===== src/rtl/core/km_pkg.sv =====
package km_pkg;

  // register indexes on the configuration port
  typedef enum logic [0:0] {
    CFG_PERCENT = 1'b0,
    CFG_EPS     = 1'b1
  } cfg_index_t;

  localparam int CFG_DATA_W = 15;
  localparam int KM_W       = 31;
  localparam logic [KM_W-1:0] KM_MAX = 31'h7FFF_FFFF;

  // x / 100 == (x * PCT_RECIP) >> PCT_SHIFT, exact for 0 <= x < 2^31
  localparam logic [31:0] PCT_RECIP = 32'd2748779070;
  localparam int          PCT_SHIFT = 38;
  localparam int          PCT_Q_W   = 25;

  // stage payload between the front end and the divider
  typedef struct packed {
    logic valid;
    logic last;
  } stage_ctl_t;

endpackage


===== src/rtl/core/km_div.sv =====
// Restoring divider, one quotient bit per pipeline stage.
module km_div #(
  parameter int FRAC_BITS = 16
) (
  input  logic                      clk,
  input  logic                      rst,
  input  logic                      en,
  input  km_pkg::stage_ctl_t        in_ctl,
  input  logic [2*FRAC_BITS-1:0]    dividend,
  input  logic [FRAC_BITS:0]        divisor,
  output km_pkg::stage_ctl_t        out_ctl,
  output logic [2*FRAC_BITS-1:0]    quotient
);

  localparam int QW = 2 * FRAC_BITS;
  localparam int DW = FRAC_BITS + 1;

  km_pkg::stage_ctl_t ctl [QW];
  logic [DW-1:0]      rem [QW];
  logic [QW-1:0]      dd  [QW];
  logic [QW-1:0]      quo [QW];
  logic [DW-1:0]      dv  [QW];

  for (genvar k = 0; k < QW; k++) begin : g_stage
    km_pkg::stage_ctl_t c_ctl;
    logic [DW-1:0]      c_rem;
    logic [QW-1:0]      c_dd;
    logic [QW-1:0]      c_quo;
    logic [DW-1:0]      c_dv;
    logic [DW:0]        trial;
    logic               ge;

    if (k == 0) begin : g_first
      always_comb begin
        c_ctl = in_ctl;
        c_rem = '0;
        c_dd  = dividend;
        c_quo = '0;
        c_dv  = divisor;
      end
    end else begin : g_next
      always_comb begin
        c_ctl = ctl[k-1];
        c_rem = rem[k-1];
        c_dd  = dd[k-1];
        c_quo = quo[k-1];
        c_dv  = dv[k-1];
      end
    end

    always_comb begin
      trial = {c_rem, c_dd[QW-1]};
      ge    = trial >= {1'b0, c_dv};
    end

    always_ff @(posedge clk) begin
      if (rst) begin
        ctl[k].valid <= 1'b0;
      end else if (en) begin
        ctl[k].valid <= c_ctl.valid;
      end
      if (en) begin
        ctl[k].last <= c_ctl.last;
        rem[k]      <= ge ? DW'(trial - {1'b0, c_dv}) : DW'(trial);
        dd[k]       <= {c_dd[QW-2:0], 1'b0};
        quo[k]      <= {c_quo[QW-2:0], ge};
        dv[k]       <= c_dv;
      end
    end
  end

  assign out_ctl  = ctl[QW-1];
  assign quotient = quo[QW-1];

  // remainder stays below the divisor once a word is in flight
  a_rem_bound: assert property (@(posedge clk) disable iff (rst)
    ctl[0].valid && dv[0] != '0 |-> rem[0] < dv[0])
    else $error("divider remainder out of range");

  // held pipeline keeps its last stage
  a_hold: assert property (@(posedge clk) disable iff (rst)
    !en |=> $stable(quo[QW-1]) && $stable(ctl[QW-1]))
    else $error("divider moved while stalled");

  // a word in flight advances exactly one stage per enabled cycle
  a_shift: assert property (@(posedge clk) disable iff (rst)
    en && ctl[0].valid |=> ctl[1 % QW].valid || QW == 1)
    else $error("divider lost a word");

endmodule


===== src/rtl/core/kubelka_munk_transform.sv =====
// Channel | Signals                               | Direction
// input   | in_valid, in_ready, reflectance, in_last | into block
// output  | out_valid, out_ready, km_value, out_last | out of block
// config  | cfg_write, cfg_index, cfg_data        | into block, no wait
//
// One word per cycle sustained while out_ready stays high; pipeline depth is set by the
// restoring divider that resolves one quotient bit per stage.
// Synchronous active-high reset clears valid bits and the registers
// (percent mode off, epsilon 1). A stall at the output freezes the whole
// pipeline; an input skid register keeps in_ready a registered signal.
module kubelka_munk_transform #(
  parameter int FRAC_BITS = 16
) (
  input  logic                            clk,
  input  logic                            rst,
  input  logic                            in_valid,
  output logic                            in_ready,
  input  logic signed [31:0]              reflectance,
  input  logic                            in_last,
  output logic                            out_valid,
  input  logic                            out_ready,
  output logic [km_pkg::KM_W-1:0]         km_value,
  output logic                            out_last,
  input  logic                            cfg_write,
  input  km_pkg::cfg_index_t              cfg_index,
  input  logic [km_pkg::CFG_DATA_W-1:0]   cfg_data
);

  localparam int FB  = FRAC_BITS;
  localparam int QW  = 2 * FB;
  localparam int QX  = (QW > km_pkg::KM_W) ? QW : km_pkg::KM_W;
  localparam int SHL = (FB >= 16) ? FB - 16 : 0;
  localparam int SHR = (FB < 16) ? 16 - FB : 0;
  localparam logic signed [32:0] ONE = 33'sd1 <<< FB;

  // configuration
  logic                          percent_mode;
  logic [km_pkg::CFG_DATA_W-1:0] clamp_epsilon;

  always_ff @(posedge clk) begin
    if (rst) begin
      percent_mode  <= 1'b0;
      clamp_epsilon <= km_pkg::CFG_DATA_W'(1);
    end else if (cfg_write) begin
      unique case (cfg_index)
        km_pkg::CFG_PERCENT: percent_mode  <= cfg_data[0];
        km_pkg::CFG_EPS:     clamp_epsilon <= cfg_data;
        default: ;
      endcase
    end
  end

  // clamp bounds
  logic [FB+15:0]         eps_w;
  logic signed [32:0]     lo;
  logic signed [32:0]     hi;

  always_comb begin
    eps_w = ((FB+16)'(clamp_epsilon) << SHL) >> SHR;
    lo    = (eps_w == '0) ? 33'sd1 : $signed(33'(eps_w));
    hi    = ONE - lo;
  end

  // global advance
  logic en;
  logic last_valid;
  assign en = !last_valid || out_ready;

  // input skid
  logic               skid_valid;
  logic signed [31:0] skid_x;
  logic               skid_last;

  assign in_ready = !skid_valid;

  always_ff @(posedge clk) begin
    if (rst) begin
      skid_valid <= 1'b0;
    end else if (en) begin
      skid_valid <= 1'b0;
    end else if (in_valid && in_ready) begin
      skid_valid <= 1'b1;
    end
    if (!en && in_valid && in_ready) begin
      skid_x    <= reflectance;
      skid_last <= in_last;
    end
  end

  logic               src_valid;
  logic signed [31:0] src_x;
  logic               src_last;

  always_comb begin
    src_valid = skid_valid || in_valid;
    src_x     = skid_valid ? skid_x : reflectance;
    src_last  = skid_valid ? skid_last : in_last;
  end

  // stage 0: entry
  km_pkg::stage_ctl_t s0_ctl;
  logic signed [31:0] s0_x;

  // stage 1: percent reciprocal product
  km_pkg::stage_ctl_t           s1_ctl;
  logic signed [31:0]           s1_x;
  logic [km_pkg::PCT_Q_W-1:0]   s1_pq;
  logic [62:0]                  prod;

  assign prod = {32'd0, s0_x[30:0]} * {31'd0, km_pkg::PCT_RECIP};

  // stage 2: clamp
  km_pkg::stage_ctl_t s2_ctl;
  logic [FB-1:0]      s2_r;
  logic [FB-1:0]      s2_diff;
  logic signed [32:0] xs;
  logic signed [32:0] rc;
  logic signed [32:0] dfull;

  always_comb begin
    if (percent_mode) begin
      xs = (s1_x <= 0) ? lo : $signed({8'd0, s1_pq});
    end else begin
      xs = 33'(s1_x);
    end
    if (xs < lo) begin
      rc = lo;
    end else if (xs > hi) begin
      rc = hi;
    end else begin
      rc = xs;
    end
    dfull = ONE - rc;
  end

  // stage 3: square and doubled divisor
  km_pkg::stage_ctl_t s3_ctl;
  logic [QW-1:0]      s3_sq;
  logic [FB:0]        s3_dv;

  always_ff @(posedge clk) begin
    if (rst) begin
      s0_ctl.valid <= 1'b0;
      s1_ctl.valid <= 1'b0;
      s2_ctl.valid <= 1'b0;
      s3_ctl.valid <= 1'b0;
    end else if (en) begin
      s0_ctl.valid <= src_valid;
      s1_ctl.valid <= s0_ctl.valid;
      s2_ctl.valid <= s1_ctl.valid;
      s3_ctl.valid <= s2_ctl.valid;
    end
    if (en) begin
      s0_ctl.last <= src_last;
      s0_x        <= src_x;
      s1_ctl.last <= s0_ctl.last;
      s1_x        <= s0_x;
      s1_pq       <= prod[km_pkg::PCT_SHIFT +: km_pkg::PCT_Q_W];
      s2_ctl.last <= s1_ctl.last;
      s2_r        <= FB'(rc);
      s2_diff     <= FB'(dfull);
      s3_ctl.last <= s2_ctl.last;
      s3_sq       <= QW'({{FB{1'b0}}, s2_diff} * {{FB{1'b0}}, s2_diff});
      s3_dv       <= {s2_r, 1'b0};
    end
  end

  // divider
  km_pkg::stage_ctl_t dv_ctl;
  logic [QW-1:0]      dv_q;

  km_div #(
    .FRAC_BITS (FB)
  ) u_div (
    .clk      (clk),
    .rst      (rst),
    .en       (en),
    .in_ctl   (s3_ctl),
    .dividend (s3_sq),
    .divisor  (s3_dv),
    .out_ctl  (dv_ctl),
    .quotient (dv_q)
  );

  // output register with saturation
  logic [QX-1:0] qx;
  assign qx = QX'(dv_q);

  always_ff @(posedge clk) begin
    if (rst) begin
      last_valid <= 1'b0;
    end else if (en) begin
      last_valid <= dv_ctl.valid;
    end
    if (en) begin
      km_value <= (qx > QX'(km_pkg::KM_MAX)) ? km_pkg::KM_MAX : qx[km_pkg::KM_W-1:0];
      out_last <= dv_ctl.last;
    end
  end

  assign out_valid = last_valid;

  a_skid_fill: assert property (@(posedge clk) disable iff (rst)
    in_valid && in_ready && !en |=> skid_valid)
    else $error("stalled word not caught in skid");

  a_skid_hold: assert property (@(posedge clk) disable iff (rst)
    skid_valid && !en |=> skid_valid && $stable(skid_x))
    else $error("skid word lost during stall");

  a_out_hold: assert property (@(posedge clk) disable iff (rst)
    out_valid && !out_ready |=> out_valid && $stable(km_value) && $stable(out_last))
    else $error("result changed while stalled");

  a_bounds: assert property (@(posedge clk) disable iff (rst)
    s2_ctl.valid |-> s2_r != '0 && s2_diff != '0)
    else $error("clamp produced zero divisor or difference");

endmodule


===== config.mk =====
export PLATFORM = sky130hd
export DESIGN_NAME = kubelka_munk_transform
export DESIGN_NICKNAME = d
export VERILOG_FILES = /design/src/rtl/core/km_pkg.sv /design/src/rtl/core/km_div.sv /design/src/rtl/core/kubelka_munk_transform.sv
export SDC_FILE = /design/constraint.sdc
export NUM_CORES = 2
export LEC_CHECK = 0
export CAP_MARGIN = 20
export CORE_MARGIN = 2
export CORE_UTILIZATION = 65
export DETAILED_ROUTE_END_ITERATION = 6
export DONT_BUFFER_PORTS = 1
export PLACE_DENSITY = 0.81
export SYNTH_ARGS = -nofsm -noshare
export SYNTH_HDL_FRONTEND = slang
export SYNTH_SLANG_ARGS = --single-unit
export TNS_END_PERCENT = 20

===== constraint.sdc =====
create_clock -name clk -period 58.4 [get_ports clk]
set_input_delay 2.92 -clock clk [delete_from_list [all_inputs] [get_ports clk]]
set_output_delay 2.92 -clock clk [all_outputs]
set_load 0.005 [all_outputs]

# == After elaboration in Yosys (flattened, before gate mapping) ==
# Memory sizes are Yosys's and may differ from the RTL's.
# Index checks and enable logic that the tools add are counted.
# totals
in_bits,54
mem_count,5
elab_cells,222
register_bits,260
mem_bits_rw,3168
# classes
n_lt_le_gt_ge,36
n_addsub,34
mux,77
n_reduce_logical,12
multipliers,2
bitwise,33
# memory_table
name,words,width,rd,rd_clocked_by_memory_dff,write_ports,line,source
u_div.quo,32,32,32,0,32,km_div.sv:21,logic [QW-1:0] quo [QW];
u_div.dd,32,31,31,0,32,km_div.sv:20,logic [QW-1:0] dd [QW];
u_div.dv,32,17,31,0,32,km_div.sv:22,logic [DW-1:0] dv [QW];
u_div.rem,32,17,31,0,32,km_div.sv:19,logic [DW-1:0] rem [QW];
u_div.ctl,32,2,32,0,32,km_div.sv:18,km_pkg::stage_ctl_t ctl [QW];
# ops
operator,count
18-bit by 17-bit greater-or-equal comparator with 1-bit output,31
17-bit two-way mux,32
17-bit subtractor,31
31-bit by 31-bit multiplier with 62-bit output (second input constant),1
1-bit two-way mux,39
33-bit by 18-bit > comparator with 1-bit output,1
33-bit by 16-bit less-than comparator with 1-bit output,1
33-bit two-way mux,1
32-bit by 31-bit > comparator with 1-bit output (second input constant),1
32-bit by 1-bit less-or-equal comparator with 1-bit output (second input constant),1
32-bit zero test,1
16-bit by 16-bit multiplier with 32-bit output,1
16-bit two-way mux,2
32-bit two-way mux,1
1-bit OR,32
25-bit two-way mux,1
17-bit by 15-bit subtractor with 18-bit output (first input constant),1
1-bit by 17-bit greater-or-equal comparator with 1-bit output,1
1-bit by 17-bit subtractor with 17-bit output,1
1-bit by 16-bit subtractor with 16-bit output (first input constant),1
15-bit two-way mux,1
2-bit AND reduction,2
1-bit logical AND,3
1-bit zero test,3
3 further kinds,4

# == Longest topological paths before layout ==
# logic_depth
ltp_word,8
mapped_depth,28

# == Cells and area by module ==
# Synthesis repeated with hierarchy kept, for this count alone.
# unflattened
cells_unflattened,10089
area_unflattened_um2,130078.5
# by_module_without_submodules
module,n_inst,area_each_um2,seq_area_each_um2,cells_per_inst
km_div,1,96536.3,64321.7,7054
kubelka_munk_transform,1,33542.2,7497.2,3035

# == Least setup slack after synthesis ==
# Ideal clock, no wire load.
# synth_path
path_type,in2reg
start,input port out_ready
end,register s0_ctl[1] (netlist name)
t_required_ns,56.382
arrival_ns,46.463
setup_time_ns,2.018
path_buffers,1
path_stages,4
slack_ns,9.919
path_cell_list,nor2b_1 clkbuf_1 inv_1 a211oi_1
# synth_via
elab_chain_cells,1
# synth_rtl
element,line,source
from (decl),kubelka_munk_transform.sv:21,"input logic out_ready,"
1-bit logical OR,kubelka_munk_transform.sv:67,assign en = !last_valid || out_ready;
net en,kubelka_munk_transform.sv:65,logic en;
to (decl),kubelka_munk_transform.sv:101,km_pkg::stage_ctl_t s0_ctl;
# The timed path passes the listed nets, and every way through them passes these cells.
# A chain may end at the register's enable or synchronous reset.

# == Final worst setup path ==
# layout_path
start,register s0_x[11]
end,register s1_pq[24] (netlist name) (data pin)
# layout_via
elab_chain_cells,1
# layout_rtl
element,line,source
from (decl),kubelka_munk_transform.sv:102,logic signed [31:0] s0_x;
from (signal assigned),kubelka_munk_transform.sv:155,s0_x <= src_x;
31-bit by 31-bit multiplier with 62-bit output,kubelka_munk_transform.sv:110,"assign prod = {32'd0, s0_x[30:0]} * {31'd0, km_pkg::PCT_RECIP};"
net prod[62],kubelka_munk_transform.sv:108,logic [62:0] prod;
to (signal assigned),kubelka_munk_transform.sv:158,s1_pq <= prod[km_pkg::PCT_SHIFT +: km_pkg::PCT_Q_W];
to (decl),kubelka_munk_transform.sv:107,logic [km_pkg::PCT_Q_W-1:0] s1_pq;
# The timed path passes the listed nets, and every way through them passes these cells.

==> impl_metrics.json <==
{
  "clk_latency_ns": 0.87,
  "hold_viol": 0,
  "ys_warn_count": 0,
  "crit_path_end_kind": "flip-flop",
  "final_util": 0.710,
  "crit_path_max_fanout": 11,
  "ys_seq_area_frac": 0.558,
  "grt_pass1_wl_mm": 393,
  "cts.path.max_buffers": 3,
  "clk_pin_slew_ns": 0.07,
  "grt_max_degree": 203,
  "pin_count": 88,
  "cp.required_ns": 58.98,
  "place_congestion": 0.987,
  "avgRoutedWirePerCell_um": 19.9,
  "setup_viol": 0,
  "start_kind": "flip-flop",
  "maxSlewViolCount": 0,
  "cts.sink_count": 2306,
  "cts-root-buf": "clkbuf_16",
  "antenna_left": 0,
  "skew_ns": 0.0444,
  "period_needed_ns": 8.21,
  "drtIter0Drc": 5941,
  "grt-ovfl-total": 0,
  "synthTopCellsByCount": "edfxtp_1 (2,284), inv_1 (1,574), ha_1 (1,014), fa_1 (567), nor2_1 (495)",
  "gr-usage-met3": 0.0364,
  "grt_use_met2": 0.440,
  "grt.total_usage": 0.257,
  "postSynthAreaPerCell_sq_um": 13.1,
  "antenna_found_initial": 1,
  "finalCritPeriodShare": 0.141,
  "fin_nets": 11219,
  "via_per_inst": 5.85,
  "drc": 0,
  "grt_util_met1": 0.337,
  "die_y_um": 440,
  "num_vias": 71869,
  "cap_violations": 0,
  "synth.area.top_cells": "edfxtp_1 (55%), ha_1 (10%), fa_1 (9.2%), inv_1 (4.8%), mux2_2 (2.4%)",
  "port_buffers": 0,
  "dp_slack_ns": 49.74,
  "dr.pass1.iters": 6,
  "relSlewSlack": 0.186,
  "yosys_register_bits": 2306,
  "post_cts_buffers": 0,
  "cp.arrival_ns": 8.79,
  "layout-drive-gt1-share": 0.0809,
  "die-area_sq_um": 194000,
  "synth.most_common_cell": "edfxtp_1",
  "cts.htree.levels": 4,
  "ctsHoldBuffers": 0,
  "drt-total-wl_mm": 245,
  "grt_busiest_layer": "met2",
  "tightest_slew_ns": 1.22,
  "holdCritPathClass": "flip-flop to flip-flop",
  "totalNegativeSetupSlack_ns": 0,
  "cts_tree": "done",
  "grt_pass1_vias": 74100,
  "diodes": 0,
  "synth_edf_count": 2284,
  "worstSetupPathType": "flip-flop to flip-flop",
  "syn_nets": 11056,
  "hpwlAfterDp_mm": 175,
  "cts_made_buffers": 225,
  "initial_core_util": 0.652,
  "area_growth_syn_to_layout_pct": 8.86,
  "ys_types": 88,
  "synthFlopType": "edfxtp_1",
  "outcome": "finished clean",
  "coreArea_sq_um": 190000,
  "ctsResizeCount": 0,
  "rsz0062_at_grt": "false",
  "yosys.area.top_type": "edfxtp_1",
  "syn_inst": 9421,
  "syn_area_sq_um": 124000,
  "fmax_mhz": 122,
  "yosysTopAreaCellShare": 0.555,
  "timing.final.ws_setup_ns": 50.19,
  "ff2ff_setup_slack_ns": 50.19,
  "num_rows": 160,
  "synthArstFlopShare": 0,
  "die_w_um": 440
}
-- kinds of logic (layout without fill, tap and decap cells) --
group	count (synthesis)	after routing	share of synthesized area
DFF	2306	2306	0.558
xor gates and xnor gates	343	343	0.0243
buffers and inverters	1694	2042	0.0516
adders and majority gates	1581	1581	0.194
and+or+nand+nor	1855	1855	0.0741
AOI/OAI and AO/OA	1319	1319	0.0683
other	1	1	0.0000303
muxes	322	322	0.0287
-- through the flow --
step / hold WS [ns] / instances / cell area (sq um)
floorplan: 0.400 / 9421 / 124000
global placement: 0.401 / 11861 / 127000
detailed placement: 0.405 / 11861 / 127000
CTS: 0.379 / 12273 / 134000
global route: 0.401 / 12280 / 135000
finish: 0.383 / 12280 / 135000
-- flip-flops by register name, indices dropped and copies added (netlist names), 2 cells and up --
register / flops
u_div.quo: 528
s2_ctl: 2
s1_pq: 25
s0_x: 32
skid_x: 32
s3_sq: 31
u_div.rem: 526
s3_dv: 15
s1_x: 32
s2_diff: 15
s3_ctl: 2
clamp_epsilon: 15
u_div.dd: 465
km_value: 31
u_div.dv: 466
u_div.ctl: 64
s2_r: 16
s0_ctl: 2
s1_ctl: 2
-- worst max-delay path, cell delays in order, from the launching register on --
cell and delay, ns:
edfxtp_1 0.73, ha_1 0.56, inv_1 0.09, fa_1 0.54, inv_1 0.05, fa_1 0.51
fa_1 0.46, fa_1 0.52, fa_1 0.53, fa_1 0.56, inv_1 0.06, fa_1 0.53
inv_1 0.04, ha_1 0.29, a21oi_1 0.19, o21a_1 0.13, o21ai_0 0.12, a2111oi_0 0.44
a22oi_1 0.27, nand3_1 0.13, nand2_1 0.13, a311oi_1 0.49, o2111ai_1 0.25, a21oi_1 0.22
xnor2_1 0.08
-- placed cells by master, fill, tap and decap left out, types with 84 or more instances in the layout --
master     count
and2_1       123
ha_1        1014
a21oi_1      248
a21o_1       103
clkbuf_16    226
a21boi_0     128
inv_1       1573
mux2_2       262
nand4_1       84
nor3_1       136
xor2_1       101
nor2b_1      108
edfxtp_1    2284
nor2_1       495
xnor2_1      242
fa_1         567
nand2_1      460
o21ai_0      428
nand3_1      101
-- routing by layer --
metal  wire, um  part of all wire
met5          0                 0
met1     100000              0.41
met4       8930             0.036
met2     122000              0.50
met3      13500             0.055
-- area by class of cell --
class / count / area [sq um]
clock inverter: 149 / 1830
tap: 2511 / 3140
multi-input combinational: 5421 / 48300
timing repair buffer: 56 / 536
fill: 12119 / 55000
clock buffer: 263 / 5790
inverter: 1574 / 5920
sequential: 2306 / 69000
-- worst paths after layout --
path                           from                end  depth (start not counted)
setup / recovery           s0_x[11]          s1_pq[24]                         24
hold / removal    u_div.quo[0][325]  u_div.quo[0][358]                          0
setup reg to reg           s0_x[11]          s1_pq[24]                         24
hold reg to reg   u_div.quo[0][325]  u_div.quo[0][358]                          0
Power is not shown: default switching activity piles up to over one toggle a cycle in this logic, so the estimate is an artifact.
